<file path="config.mk">
export PLATFORM = sky130hd
export DESIGN_NAME = config_text_tokenizer_top
export DESIGN_NICKNAME = d
export VERILOG_FILES = /design/src/ctt_pkg.sv /design/src/ctt_lexer.sv /design/src/ctt_outbuf.sv /design/src/config_text_tokenizer_top.sv
export SDC_FILE = /design/constraint.sdc
export NUM_CORES = 1
export LEC_CHECK = 0
export BUFFER_PORTS_ARGS = -buffer_cell sky130_fd_sc_hd__buf_2
export CORE_MARGIN = 2
export CORE_UTILIZATION = 65
export CTS_CLUSTER_DIAMETER = 60
export DETAILED_ROUTE_END_ITERATION = 6
export GPL_ROUTABILITY_DRIVEN = 0
export PLACE_DENSITY = 0.84
export SETUP_SLACK_MARGIN = 0.05
export SLEW_MARGIN = 20
export SYNTH_ARGS = -nofsm -noshare
export SYNTH_HDL_FRONTEND = slang
export SYNTH_SLANG_ARGS = --single-unit
</file>
<file path="constraint.sdc">
create_clock -name clk -period 20.5 [get_ports clk]
set_input_delay 3.075 -clock clk [delete_from_list [all_inputs] [get_ports clk]]
set_output_delay 3.075 -clock clk [all_outputs]
set_load 0.01 [all_outputs]
</file>
<file path="src/ctt_pkg.sv">
// shared types, constants and helper functions for the config text tokenizer
package ctt_pkg;

  // counter widths
  localparam int LINE_BITS  = 16;
  localparam int DEPTH_BITS = 16;
  localparam int LINE_OUT_W = 16;

  // byte codes
  localparam logic [7:0] CH_NL     = 8'h0A;
  localparam logic [7:0] CH_SPACE  = 8'h20;
  localparam logic [7:0] CH_TAB    = 8'h09;
  localparam logic [7:0] CH_CR     = 8'h0D;
  localparam logic [7:0] CH_HASH   = 8'h23;
  localparam logic [7:0] CH_LBRACE = 8'h7B;
  localparam logic [7:0] CH_RBRACE = 8'h7D;
  localparam logic [7:0] CH_SEMI   = 8'h3B;
  localparam logic [7:0] CH_BSLASH = 8'h5C;
  localparam logic [7:0] CH_DQUOTE = 8'h22;
  localparam logic [7:0] CH_SQUOTE = 8'h27;

  // input function codes
  localparam logic FUNC_BYTE = 1'b0;
  localparam logic FUNC_EOT  = 1'b1;

  // lexer modes
  typedef enum logic [2:0] {
    M_LSTART  = 3'd0,
    M_GAP     = 3'd1,
    M_WORD    = 3'd2,
    M_QUOTE   = 3'd3,
    M_ESC     = 3'd4,
    M_COMMENT = 3'd5,
    M_ERROR   = 3'd6
  } mode_t;

  // token kinds
  typedef enum logic [2:0] {
    K_SSTART = 3'd0,
    K_SBYTE  = 3'd1,
    K_SEND   = 3'd2,
    K_OPEN   = 3'd3,
    K_CLOSE  = 3'd4,
    K_SEMI   = 3'd5,
    K_END    = 3'd6,
    K_ERR    = 3'd7
  } kind_t;

  // error codes
  localparam logic [1:0] E_UNTERM    = 2'd0;
  localparam logic [1:0] E_UNEXP     = 2'd1;
  localparam logic [1:0] E_MISSING   = 2'd2;
  localparam logic [1:0] E_TOO_DEEP  = 2'd3;
  localparam logic [1:0] E_NONE      = 2'd0;

  // lexer state
  typedef struct packed {
    mode_t                 mode;
    logic                  qsingle;
    logic [DEPTH_BITS-1:0] depth;
    logic [LINE_BITS-1:0]  lcount;
    logic                  alb;
    logic                  uf_seen;
    logic [LINE_BITS-1:0]  uf_line;
  } st_t;

  // one token event
  typedef struct packed {
    kind_t                 kind;
    logic [7:0]            tbyte;
    logic [LINE_OUT_W-1:0] line;
    logic [1:0]            code;
  } ev_t;

  // up to two events caused by one word
  typedef struct packed {
    ev_t        e0;
    ev_t        e1;
    logic [1:0] n;
  } evlist_t;

  function automatic st_t st_reset();
    st_t s;
    s.mode    = M_LSTART;
    s.qsingle = 1'b0;
    s.depth   = '0;
    s.lcount  = '0;
    s.alb     = 1'b1;
    s.uf_seen = 1'b0;
    s.uf_line = '0;
    return s;
  endfunction

  function automatic logic is_ws(logic [7:0] b);
    return (b == CH_SPACE) || ((b >= CH_TAB) && (b <= CH_CR));
  endfunction

  function automatic logic is_special(logic [7:0] b);
    return (b == CH_LBRACE) || (b == CH_RBRACE) || (b == CH_SEMI);
  endfunction

  // low output bits of a line count, zero-extended when the count is narrow
  function automatic logic [LINE_OUT_W-1:0] line_out(logic [LINE_BITS-1:0] l);
    logic [LINE_BITS+LINE_OUT_W-1:0] wide;
    wide = {{LINE_OUT_W{1'b0}}, l};
    return wide[LINE_OUT_W-1:0];
  endfunction

  function automatic ev_t mk_ev(kind_t k, logic [7:0] b, logic [LINE_BITS-1:0] l,
                                logic [1:0] c);
    ev_t e;
    e.kind  = k;
    e.tbyte = (k == K_SBYTE) ? b : 8'h00;
    e.line  = line_out(l);
    e.code  = (k == K_ERR) ? c : E_NONE;
    return e;
  endfunction

  // append an event; the list never holds more than two
  function automatic evlist_t push(evlist_t l, ev_t e);
    evlist_t r;
    r = l;
    if (l.n == 2'd0) begin
      r.e0 = e;
      r.n  = 2'd1;
    end else if (l.n == 2'd1) begin
      r.e1 = e;
      r.n  = 2'd2;
    end
    return r;
  endfunction

endpackage

</file>
<file path="src/ctt_lexer.sv">
// combinational lexer step: next state and token events for one word
module ctt_lexer (
  input  logic              func,
  input  logic [7:0]        text_byte,
  input  ctt_pkg::st_t      st,
  output ctt_pkg::st_t      st_next,
  output ctt_pkg::evlist_t  evs
);

  localparam logic [ctt_pkg::LINE_BITS-1:0]  LMAX = '1;
  localparam logic [ctt_pkg::DEPTH_BITS-1:0] DMAX = '1;

  ctt_pkg::st_t     s;
  ctt_pkg::evlist_t l;
  logic [ctt_pkg::LINE_BITS-1:0] line;
  logic do_gap;
  logic qchar_hit;

  always_comb begin
    s         = st;
    l         = '0;
    line      = st.lcount;
    do_gap    = 1'b0;
    qchar_hit = st.qsingle ? (text_byte == ctt_pkg::CH_SQUOTE)
                           : (text_byte == ctt_pkg::CH_DQUOTE);

    if (func == ctt_pkg::FUNC_EOT) begin
      // end of text: flush word, check braces or report an open quote, back to reset
      case (st.mode)
        ctt_pkg::M_LSTART, ctt_pkg::M_GAP, ctt_pkg::M_WORD, ctt_pkg::M_COMMENT: begin
          if (st.mode == ctt_pkg::M_WORD)
            l = ctt_pkg::push(l, ctt_pkg::mk_ev(ctt_pkg::K_SEND, 8'h00, line,
                                                ctt_pkg::E_NONE));
          if (st.uf_seen)
            l = ctt_pkg::push(l, ctt_pkg::mk_ev(ctt_pkg::K_ERR, 8'h00, st.uf_line,
                                                ctt_pkg::E_UNEXP));
          else if (st.depth != '0)
            l = ctt_pkg::push(l, ctt_pkg::mk_ev(ctt_pkg::K_ERR, 8'h00, line,
                                                ctt_pkg::E_MISSING));
          else
            l = ctt_pkg::push(l, ctt_pkg::mk_ev(ctt_pkg::K_END, 8'h00, line,
                                                ctt_pkg::E_NONE));
        end
        ctt_pkg::M_QUOTE, ctt_pkg::M_ESC: begin
          l = ctt_pkg::push(l, ctt_pkg::mk_ev(ctt_pkg::K_ERR, 8'h00, line,
                                              ctt_pkg::E_UNTERM));
        end
        default: begin
        end
      endcase
      s = ctt_pkg::st_reset();
    end else begin
      // line counting on the first byte of a line
      if ((st.mode <= ctt_pkg::M_COMMENT) && st.alb) begin
        if (st.lcount != LMAX)
          s.lcount = st.lcount + 1'b1;
        s.alb = 1'b0;
      end
      line = s.lcount;

      case (st.mode)
        ctt_pkg::M_COMMENT: begin
          if (text_byte == ctt_pkg::CH_NL) begin
            s.mode = ctt_pkg::M_LSTART;
            s.alb  = 1'b1;
          end
        end
        ctt_pkg::M_QUOTE: begin
          if (text_byte == ctt_pkg::CH_NL) begin
            l = ctt_pkg::push(l, ctt_pkg::mk_ev(ctt_pkg::K_ERR, 8'h00, line,
                                                ctt_pkg::E_UNTERM));
            s.mode = ctt_pkg::M_ERROR;
          end else if (qchar_hit) begin
            l = ctt_pkg::push(l, ctt_pkg::mk_ev(ctt_pkg::K_SEND, 8'h00, line,
                                                ctt_pkg::E_NONE));
            s.mode = ctt_pkg::M_GAP;
          end else begin
            if (text_byte == ctt_pkg::CH_BSLASH)
              s.mode = ctt_pkg::M_ESC;
            l = ctt_pkg::push(l, ctt_pkg::mk_ev(ctt_pkg::K_SBYTE, text_byte, line,
                                                ctt_pkg::E_NONE));
          end
        end
        ctt_pkg::M_ESC: begin
          if (text_byte == ctt_pkg::CH_NL) begin
            l = ctt_pkg::push(l, ctt_pkg::mk_ev(ctt_pkg::K_ERR, 8'h00, line,
                                                ctt_pkg::E_UNTERM));
            s.mode = ctt_pkg::M_ERROR;
          end else begin
            l = ctt_pkg::push(l, ctt_pkg::mk_ev(ctt_pkg::K_SBYTE, text_byte, line,
                                                ctt_pkg::E_NONE));
            s.mode = ctt_pkg::M_QUOTE;
          end
        end
        ctt_pkg::M_WORD: begin
          if (ctt_pkg::is_ws(text_byte) || ctt_pkg::is_special(text_byte)) begin
            l = ctt_pkg::push(l, ctt_pkg::mk_ev(ctt_pkg::K_SEND, 8'h00, line,
                                                ctt_pkg::E_NONE));
            s.mode = ctt_pkg::M_GAP;
            do_gap = 1'b1;
          end else begin
            l = ctt_pkg::push(l, ctt_pkg::mk_ev(ctt_pkg::K_SBYTE, text_byte, line,
                                                ctt_pkg::E_NONE));
          end
        end
        ctt_pkg::M_LSTART, ctt_pkg::M_GAP: begin
          do_gap = 1'b1;
        end
        default: begin
        end
      endcase

      // byte between tokens
      if (do_gap) begin
        if (text_byte == ctt_pkg::CH_NL) begin
          s.mode = ctt_pkg::M_LSTART;
          s.alb  = 1'b1;
        end else if (ctt_pkg::is_ws(text_byte)) begin
          // stay in the current mode
        end else if ((s.mode == ctt_pkg::M_LSTART) && (text_byte == ctt_pkg::CH_HASH)) begin
          s.mode = ctt_pkg::M_COMMENT;
        end else if (text_byte == ctt_pkg::CH_LBRACE) begin
          if (st.depth == DMAX) begin
            l = ctt_pkg::push(l, ctt_pkg::mk_ev(ctt_pkg::K_ERR, 8'h00, line,
                                                ctt_pkg::E_TOO_DEEP));
            s.mode = ctt_pkg::M_ERROR;
          end else begin
            s.depth = st.depth + 1'b1;
            s.mode  = ctt_pkg::M_GAP;
            l = ctt_pkg::push(l, ctt_pkg::mk_ev(ctt_pkg::K_OPEN, 8'h00, line,
                                                ctt_pkg::E_NONE));
          end
        end else if (text_byte == ctt_pkg::CH_RBRACE) begin
          s.mode = ctt_pkg::M_GAP;
          if (st.depth == '0) begin
            if (!st.uf_seen) begin
              s.uf_seen = 1'b1;
              s.uf_line = line;
            end
          end else begin
            s.depth = st.depth - 1'b1;
          end
          l = ctt_pkg::push(l, ctt_pkg::mk_ev(ctt_pkg::K_CLOSE, 8'h00, line,
                                              ctt_pkg::E_NONE));
        end else if (text_byte == ctt_pkg::CH_SEMI) begin
          s.mode = ctt_pkg::M_GAP;
          l = ctt_pkg::push(l, ctt_pkg::mk_ev(ctt_pkg::K_SEMI, 8'h00, line,
                                              ctt_pkg::E_NONE));
        end else if ((text_byte == ctt_pkg::CH_DQUOTE) ||
                     (text_byte == ctt_pkg::CH_SQUOTE)) begin
          s.qsingle = (text_byte == ctt_pkg::CH_SQUOTE);
          s.mode    = ctt_pkg::M_QUOTE;
          l = ctt_pkg::push(l, ctt_pkg::mk_ev(ctt_pkg::K_SSTART, 8'h00, line,
                                              ctt_pkg::E_NONE));
        end else begin
          s.mode = ctt_pkg::M_WORD;
          l = ctt_pkg::push(l, ctt_pkg::mk_ev(ctt_pkg::K_SSTART, 8'h00, line,
                                              ctt_pkg::E_NONE));
          l = ctt_pkg::push(l, ctt_pkg::mk_ev(ctt_pkg::K_SBYTE, text_byte, line,
                                              ctt_pkg::E_NONE));
        end
      end
    end

    st_next = s;
    evs     = l;
  end

endmodule

</file>
<file path="src/ctt_outbuf.sv">
// two-entry result register that hands out the token events of one word one at a time
module ctt_outbuf (
  input  logic                                clk,
  input  logic                                rst,
  input  logic                                load,
  input  ctt_pkg::evlist_t                    evs,
  output logic                                free,
  output logic                                out_valid,
  input  logic                                out_ready,
  output logic [2:0]                          kind,
  output logic [7:0]                          token_byte,
  output logic [ctt_pkg::LINE_OUT_W-1:0]      line_number,
  output logic [1:0]                          error_code,
  output logic                                last
);

  logic             valid;
  logic             idx;
  ctt_pkg::evlist_t buf_evs;
  ctt_pkg::ev_t     cur;

  // current entry and its last flag
  always_comb begin
    cur  = idx ? buf_evs.e1 : buf_evs.e0;
    last = idx || (buf_evs.n == 2'd1);
    free = !valid || (out_ready && last);
  end

  assign out_valid   = valid;
  assign kind        = cur.kind;
  assign token_byte  = cur.tbyte;
  assign line_number = cur.line;
  assign error_code  = cur.code;

  // control
  always_ff @(posedge clk) begin
    if (rst) begin
      valid <= 1'b0;
      idx   <= 1'b0;
    end else if (load) begin
      valid <= 1'b1;
      idx   <= 1'b0;
    end else if (valid && out_ready) begin
      if (last)
        valid <= 1'b0;
      else
        idx <= 1'b1;
    end
  end

  // payload
  always_ff @(posedge clk) begin
    if (load)
      buf_evs <= evs;
  end

endmodule

</file>
<file path="src/config_text_tokenizer_top.sv">
// top level of the config text tokenizer: input register, lexer state and result register
//
// Lexes configuration text one byte per word; one word can be taken every clock
// cycle unless a full result register holds it back. A byte first lands in an
// input register; when its events fit, the lexer updates its state and writes the
// zero, one or two token events it causes into a two-entry result register, which
// hands them out one per cycle while the receiver is ready. A word that causes two
// events holds back the next, so the drain rate sets the sustained throughput: one
// word per cycle for words with at most one event and a ready receiver. End of text
// (func high) flushes an open word, reports the brace check and returns the lexer to
// its reset state. The line number saturates; a brace nested too deep is an error.
module config_text_tokenizer_top (
  input  logic                            clk,
  input  logic                            rst,
  input  logic                            in_valid,
  output logic                            in_ready,
  input  logic                            func,
  input  logic [7:0]                      text_byte,
  output logic                            out_valid,
  input  logic                            out_ready,
  output logic [2:0]                      kind,
  output logic [7:0]                      token_byte,
  output logic [ctt_pkg::LINE_OUT_W-1:0]  line_number,
  output logic [1:0]                      error_code,
  output logic                            last
);

  logic             s1_valid;
  logic             s1_func;
  logic [7:0]       s1_byte;
  ctt_pkg::st_t     st;
  ctt_pkg::st_t     st_next;
  ctt_pkg::evlist_t evs;
  logic             ob_free;
  logic             adv;

  // the input word moves on when its events fit in the result register
  assign adv      = s1_valid && ((evs.n == 2'd0) || ob_free);
  assign in_ready = !s1_valid || adv;

  // input register control
  always_ff @(posedge clk) begin
    if (rst) begin
      s1_valid <= 1'b0;
    end else if (in_ready) begin
      s1_valid <= in_valid;
    end
  end

  // input register payload
  always_ff @(posedge clk) begin
    if (in_ready && in_valid) begin
      s1_func <= func;
      s1_byte <= text_byte;
    end
  end

  // lexer state
  always_ff @(posedge clk) begin
    if (rst) begin
      st <= ctt_pkg::st_reset();
    end else if (adv) begin
      st <= st_next;
    end
  end

  ctt_lexer u_lexer (
    .func      (s1_func),
    .text_byte (s1_byte),
    .st        (st),
    .st_next   (st_next),
    .evs       (evs)
  );

  ctt_outbuf u_outbuf (
    .clk         (clk),
    .rst         (rst),
    .load        (adv && (evs.n != 2'd0)),
    .evs         (evs),
    .free        (ob_free),
    .out_valid   (out_valid),
    .out_ready   (out_ready),
    .kind        (kind),
    .token_byte  (token_byte),
    .line_number (line_number),
    .error_code  (error_code),
    .last        (last)
  );

endmodule

</file>
Yosys cells after proc, flatten, opt, wreduce, memory -nomap -nowiden. Cells that the tools add are included.

Muxes and demuxes: 117. Equal/unequal tests: 29. $lt $le $gt $ge: 3. $add $sub $neg: 3. Reduce and logical (&&, ||, !) cells: 45. Bitwise logic cells: 1.

Operators with widths (number): $mux 60 (17); $mux 29 (19); $mux 31 (9); $pmux 60 s3 (1); $mux 59 (3); $mux 17 (10); $pmux 60 s2 (1); $mux 16 (6); $mux 54 (1); $eq 8x6->1 const B (5); $mux 20 (2); $mux 3 (13); $mux 2 (18); $add 16x1->16 const B (2); $eq 8x7->1 const B (3); $mux 18 (1); $reduce_and 9->1 (2); $eq 16x16->1 const B (1); $logic_not 16->1 (1); $ne 16x16->1 const B (1); $reduce_and 8->1 (2); $reduce_bool 16->1 (1); $sub 16x1->16 const B (1); $mux 1 (14); other kinds (24) (64).

Output and inout bits: 32. Bits in registers: 126. Word-level logic and storage cells: 219. Input bits: 13.

Depth between registers and ports, before layout. Gate-level depths: netlist of run 1.

Word-level depth: 38. Mapped depth: 13. Mapped depth without buffers: 12.

Modules after synthesis. A second synthesis of run 1 with hierarchy kept.

Cell total of the unflattened synthesis: 894. Area, all modules: 8552.0 um^2.

Modules (own cells, without submodules): ctt_lexer (area each 3527.1 um^2, sequential area each 0.0 um^2, cells an instance 541, times used 1); config_text_tokenizer_top (area each 2765.2 um^2, sequential area each 1371.3 um^2, cells an instance 251, times used 1); ctt_outbuf (area each 2259.7 um^2, sequential area each 1841.8 um^2, cells an instance 102, times used 1).

Worst setup path after synthesis of run 1. No wires, ideal clock.

Kind: input to register. Start: in out_ready. End: reg u_outbuf.buf_evs[0] in the netlist's numbering (enable). Setup time: 0.573 ns. Stages: 6. Path buffers: 1. Data required time: 19.927 ns. Arrival: 8.189 ns. Path slack: 11.738 ns. Cells stage by stage: nand2_1 > nand2_1 > o21ai_0 > o41a_4 > buf_6 > a211oi_1.

Cells in the longest elaborated chain, start to end: 5.

Ends and longest elaborated chain: from (decl) (RTL line config_text_tokenizer_top.sv:20) `input logic out_ready,`; $logic_and 1x1->1 (RTL line ctt_outbuf.sv:26) `free = !valid || (out_ready && last);`; $logic_or 1x1->1 (RTL line ctt_outbuf.sv:26); $logic_or 1x1->1 (RTL line config_text_tokenizer_top.sv:38) `assign adv = s1_valid && ((evs.n == 2'd0) || ob_free);`; $logic_and 1x1->1 (RTL line config_text_tokenizer_top.sv:38); $logic_and 1x1->1 (RTL line config_text_tokenizer_top.sv:78) `.load (adv && (evs.n != 2'd0)),`; named net u_outbuf.load (RTL line ctt_outbuf.sv:5) `input logic load,`; to (signal assigned) (RTL line ctt_outbuf.sv:54) `buf_evs <= evs;`; to (decl) (RTL line ctt_outbuf.sv:19) `ctt_pkg::evlist_t buf_evs;`.

The timed path passes the listed nets, and every way through them passes these cells. A chain may end at the register's enable or synchronous reset.

Worst setup path in the final report of run 1.
Start: in out_ready. End: out in_ready.

Cells in the longest elaborated chain, start to end: 5.

Ends and longest elaborated chain: $logic_and 1x1->1 (RTL line ctt_outbuf.sv:26); $logic_or 1x1->1 (RTL line ctt_outbuf.sv:26); $logic_or 1x1->1 (RTL line config_text_tokenizer_top.sv:38); $logic_and 1x1->1 (RTL line config_text_tokenizer_top.sv:38); $logic_or 1x1->1 (RTL line config_text_tokenizer_top.sv:39) `assign in_ready = !s1_valid || adv;`; to (decl) (RTL line config_text_tokenizer_top.sv:16) `output logic in_ready,`.

No other way between the ends.

==> flow_summary.ini, run 1 <==
[clock_network]
cts-resized-gates = 0
cts_buffer_depth = 2
clock_latency_ns = 0.43
root_buffer = clkbuf_16
cts-buffers-inserted = 17
hold_buffers = 0
post_cts_buffers = 0
cts.clk_slew.worst_paths_ns = 0.06
clock-sinks = 126
cts.htree.levels = 4
cts_tree = yes

[cells_and_area]
final_nets = 862
area_growth_pct = 11.13
antenna_cells = 0
fill_cells = 766
drive_gt1_frac = 0.1608

[routing]
via_per_inst = 7.109
totalWireLength_um = 20480
dr.pass1.iters = 6
num_vias = 7031
ant_nets = 0
wl_per_cell_um = 20.71
drc = 0
drtIter0Drc = 973

[critical_path]
required_ns = 17.43
critical_path_class = in2out
setup.worst_path.end_class = primary output
crit_arrival_ns = 3.92
start_kind = input port
crit_fanout = 3

[synth]
ys_ff_latch = 126
syn_area_per_cell_um2 = 9.213
yosys_warnings = 0
yosysMostFrequentCell = nand2_1
ys_async_sr_fraction = 0
ys_seq_area_frac = 0.4253
synthFlopType = edfxtp_1
synth_area_leaders = edfxtp_1 (27%), dfxtp_1 (15%), a21oi_1 (4.6%)
synth_edf_count = 69
synth_top_cell_by_area = edfxtp_1
synth_commonest_cells = nand2_1 (83), a21oi_1 (70), edfxtp_1 (69), o21ai_0 (64), dfxtp_1 (57)
syn_nets = 849
synth_top_area_share = 0.2743
syn-cell-area_um2 = 7555
syn_inst = 820
synth_cell_types = 77

[timing]
setup_tns_ns = 0
worst_slack_ns = 13.51
finalHoldViolCount = 0
maxSlewHeadroom = 0.3882
fmax_ghz = 0.1430
period_needed_ns = 6.994
rsz0062_at_grt = no
period_share = 0.3412
fin_worst_skew_ns = 0.01210
drv_slew = 0
finalSetupViolCount = 0
tightest_slew_ns = 0.9121

[power_and_ir_drop]
power.leakage_nw = 2.822
powerDensity_nw_per_um2 = 82.92
irDropWorstVdd_uv = 77.24

[die]
die_h_um = 111.8
coreArea_um2 = 11370
initial_core_util = 0.6645
rows = 39
num_io_pins = 45
die-area_um2 = 12500
die_w_um = 111.8

[hold_path]
min_path_type = reg2reg

[placement]
dp_hpwl_um = 12510
io_buffers = 44
dp_worst_setup_slack_ns = 13.59

[global_route]
overflow = 0
grt_pass1_vias = 6535
grt_max_degree = 71
grt_pass1_wl_um = 33130
antenna_found_initial = 0
grt_usage = 0.3289

[outcome]
status = complete, no violations

[run]
drv_cap = 0
[sequential cells by signal, summed over array words and instances, names as in the netlist]
register,count
st,54
s1_byte,8
s1_func,1
s1_valid,1
u_outbuf.buf_evs,60
u_outbuf.idx,1
u_outbuf.out_valid,1
[placed cells by master (no fill, tap or decap), types with 11 or more instances in the layout]
cell	netlist	final
mux2i_1	18	18
clkbuf_16	0	17
nor2_1	46	44
ha_1	15	15
nand4_1	30	30
buf_2	6	44
inv_1	20	20
o21ai_0	64	64
dfxtp_1	57	57
nand3_1	21	21
a21oi_1	70	70
nor3_1	16	16
a22oi_1	14	14
and2_1	16	16
and3_1	11	11
edfxtp_1	69	69
xnor2_1	13	13
or4_1	17	17
o32ai_1	15	15
nand2_1	83	83
mux2_2	29	29
[routing by layer]
layer	track usage	wire, um	up-vias	share of wire
met5	0	0	-	0
met4	0.1424	735	0	0.036
met3	0.07295	2400	103	0.12
met2	0.5143	9443	539	0.46
met1	0.4429	7898	3246	0.39
li1	-	-	3143	-
[power breakdown]
part | switching (mW) | internal (mW)
registers | 0.00906 | 0.282
clock network | 0.123 | 0.181
logic | 0.0667 | 0.0352
[kinds of logic after synthesis]
family / after synthesis / share of synthesized area
multiplexers: 47 / 0.06707
XOR/XNOR: 23 / 0.02666
buffers and inverters: 80 / 0.04571
flip-flops: 126 / 0.4253
AND/OR/NAND/NOR: 283 / 0.1964
adder cells (fa/ha/maj): 16 / 0.02749
AO/OA/AOI/OAI: 245 / 0.2113
[worst max-delay path, cell delays in order]
cell       delay [ns]
buf_2            0.11
nand2_1          0.08
nand2_1          0.09
inv_1            0.09
o2111ai_1        0.24
buf_2            0.24
[through the flow]
| step | hold WS (ns) | total power [mW] | instances | cell area [um2] | util |
|---|---|---|---|---|---|
| 5_1_grt | 0.5250 | 0.7137 | 989 | 8396 | 0.7384 |
| 4_1_cts | 0.4925 | 0.6913 | 988 | 8368 | 0.7360 |
| 3_3_place_gp | 0.4696 | 0.3881 | 956 | 7771 | 0.6835 |
| 2_1_floorplan | 0.4556 | 0.3665 | 820 | 7555 | - |
| 3_5_place_dp | 0.4760 | 0.3925 | 956 | 7780 | 0.6843 |
| 6_report | 0.4950 | 0.6961 | 989 | 8396 | 0.7384 |
[final cells by class]
cell class | instances | area [um2] | area share
Timing Repair Buffer | 53 | 300.3 | 0.03577
Clock inverter | 15 | 162.7 | 0.01937
Sequential cell | 126 | 3213 | 0.3827
Tap cell | 143 | 178.9 | 0.02131
Clock buffer | 17 | 425.4 | 0.05067
Inverter | 21 | 78.83 | 0.009389
Multi-Input combinational cell | 614 | 4036 | 0.4808
[path summary, 6_finish.rpt]
check	depth (start not counted)	startpoint	to	slack, ns
max	6	out_ready	in_ready	13.51
min	2	st[3]$_SDFFE_PP0P_	st[3]$_SDFFE_PP0P_	0.49
max reg2reg	9	s1_byte[0]$_DFFE_PP_	u_outbuf.buf_evs[12]$_DFFE_PP_	16.08
min reg2reg	2	st[3]$_SDFFE_PP0P_	st[3]$_SDFFE_PP0P_	0.49
(Power assumes the default switching activity.)
==> run 2: changes to the inputs <==
--- a/config.mk
+++ b/config.mk
@@ -7,11 +7,11 @@
 export LEC_CHECK = 0
 export BUFFER_PORTS_ARGS = -buffer_cell sky130_fd_sc_hd__buf_2
 export CORE_MARGIN = 2
-export CORE_UTILIZATION = 65
+export CORE_UTILIZATION = 62
 export CTS_CLUSTER_DIAMETER = 60
 export DETAILED_ROUTE_END_ITERATION = 6
 export GPL_ROUTABILITY_DRIVEN = 0
-export PLACE_DENSITY = 0.84
+export PLACE_DENSITY = 0.81
 export SETUP_SLACK_MARGIN = 0.05
 export SLEW_MARGIN = 20
 export SYNTH_ARGS = -nofsm -noshare
==> constraint.sdc (replaced) <==
create_clock -name clk -period 7.3 [get_ports clk]
set_input_delay 1.095 -clock clk [delete_from_list [all_inputs] [get_ports clk]]
set_output_delay 1.095 -clock clk [all_outputs]
set_load 0.01 [all_outputs]
==> flow_summary.ini, run 2 (same netlist as run 1, synthesis figures left out) <==
[outcome]
status = complete, no violations

[run]
drv_cap = 0

[hold_path]
min_path_type = reg2reg
min_path_cells = 2

[critical_path]
cp.depth = 8
required_ns = 6.20
crit_fanout = 14
setup.worst_path.end_class = primary output
path_buf_inv = 1
path_cells = or4b_1, nor3_1, nor3b_2, o2111a_2, and2_1, o21ai_2, o2111ai_1, buf_2
r2r_setup_slack_ns = 2.82
critical_path_class = reg2out
crit_family = simple AND/OR/NAND/NOR gates
start_kind = flop
cpPeakStageDelay_ns = 0.74
crit_slowest_cell = or4b_1
crit_arrival_ns = 3.76
r2r_cells = 8

[timing]
worst_slack_ns = 2.448
tightest_slew_ns = 1.108
fin_worst_skew_ns = 0.005351
setup_tns_ns = 0
period_needed_ns = 4.852
finalSetupViolCount = 0
rsz0062_at_grt = no
period_share = 0.6646
drv_slew = 0
hold_slack_ns = 0.4960
maxSlewHeadroom = 0.2616
fmax_ghz = 0.2061
finalHoldViolCount = 0

[routing]
dr.pass1.iters = 6
num_vias = 6733
ant_nets = 0
via_per_inst = 6.780
drc = 0
drtIter0Drc = 913
totalWireLength_um = 19260
wl_per_cell_um = 19.39

[power_and_ir_drop]
power.leakage_nw = 2.799
combPwrFrac = 0.147
switchingPower_mw = 0.5107
p_total_mw = 1.918
p_int_mw = 1.408
irDropWorstVdd_uv = 141.7
powerDensity_nw_per_um2 = 229.2
clock_power_share = 0.428
share_seq_of_total_power = 0.425
swShare = 0.2662

[clock_network]
root_buffer = clkbuf_16
clock-sinks = 126
clock_latency_ns = 0.41
cts_tree = yes
cts.clk_slew.worst_paths_ns = 0.05
cts_buffer_depth = 2
cts.htree.levels = 4
cts-buffers-inserted = 17
post_cts_buffers = 0
hold_buffers = 0
cts-resized-gates = 0

[global_route]
grtUsageMet3 = 0.06882
grt_max_degree = 71
grt_usage = 0.3037
grt_pass1_wl_um = 31620
overflow = 0
use_met2 = 0.4615
gr-max-usage-layer = met2
met1_usage = 0.4236
antenna_found_initial = 2
grt_pass1_vias = 6317

[cells_and_area]
reg_top3 = u_outbuf.buf_evs x60, st x54, s1_byte x8
final_common_cell = nand2_1
area_growth_pct = 10.78
drive_gt1_frac = 0.1550
fin_cells = 993
fill_cells = 900
final_nets = 861
utilization = 0.6997
design_area_um2 = 8369
largest_register_ffs = 60
mostFrequentLayoutCells = nand2_1 (83), a21oi_1 (70), edfxtp_1 (69)
regMostFlops = u_outbuf.buf_evs

[die]
initial_core_util = 0.6316
die_w_um = 114.4
die-area_um2 = 13080
rows = 40
die_h_um = 114.4
coreArea_um2 = 11960
num_io_pins = 45

[placement]
placed_area_um2 = 7777
dp_hpwl_um = 12340
io_buffers = 44
placed_cells = 960
dp_worst_setup_slack_ns = 2.572
-- run 2: area by class of cell --
cell class / instances / area [um2] / share of cell area
diodes: 1 / 2.502 / 0.0002990
clock buffers: 22 / 464.2 / 0.05546
clock inverters: 10 / 113.9 / 0.01360
inverters: 21 / 78.83 / 0.009418
multi-input cells: 614 / 4031 / 0.4817
flip-flops and latches: 126 / 3214 / 0.3841
well taps: 147 / 183.9 / 0.02198
repair buffers: 52 / 280.3 / 0.03349
-- run 2: routing by layer --
metal / share of wire / vias to the layer above
met3: 0.096 / 37
met2: 0.46 / 370
met5: 0 / -
li1: - / 3132
met4: 0.017 / 0
met1: 0.43 / 3194
-- run 2: worst min-delay path: stages, from the launching register on --
cell and delay [ns]:
dfxtp_1 0.32, o21ai_0 0.07, a21oi_1 0.06
-- run 2: power by group through the flow --
stage	registers, mW	logic (mW)	clock network, mW
2_1_floorplan	0.820	0.207	0
4_1_cts	0.815	0.275	0.826
6_report	0.815	0.282	0.821
5_1_grt	0.819	0.307	0.862
3_5_place_dp	0.829	0.273	0
3_3_place_gp	0.826	0.266	0
-- run 2: final timing paths --
path | start | endpoint
hold / removal | st[11]$_SDFFE_PP0P_ | st[11]$_SDFFE_PP0P_
setup / recovery | s1_byte[0]$_DFFE_PP_ | in_ready
setup reg to reg | s1_byte[0]$_DFFE_PP_ | u_outbuf.buf_evs[15]$_DFFE_PP_
hold reg to reg | st[11]$_SDFFE_PP0P_ | st[11]$_SDFFE_PP0P_
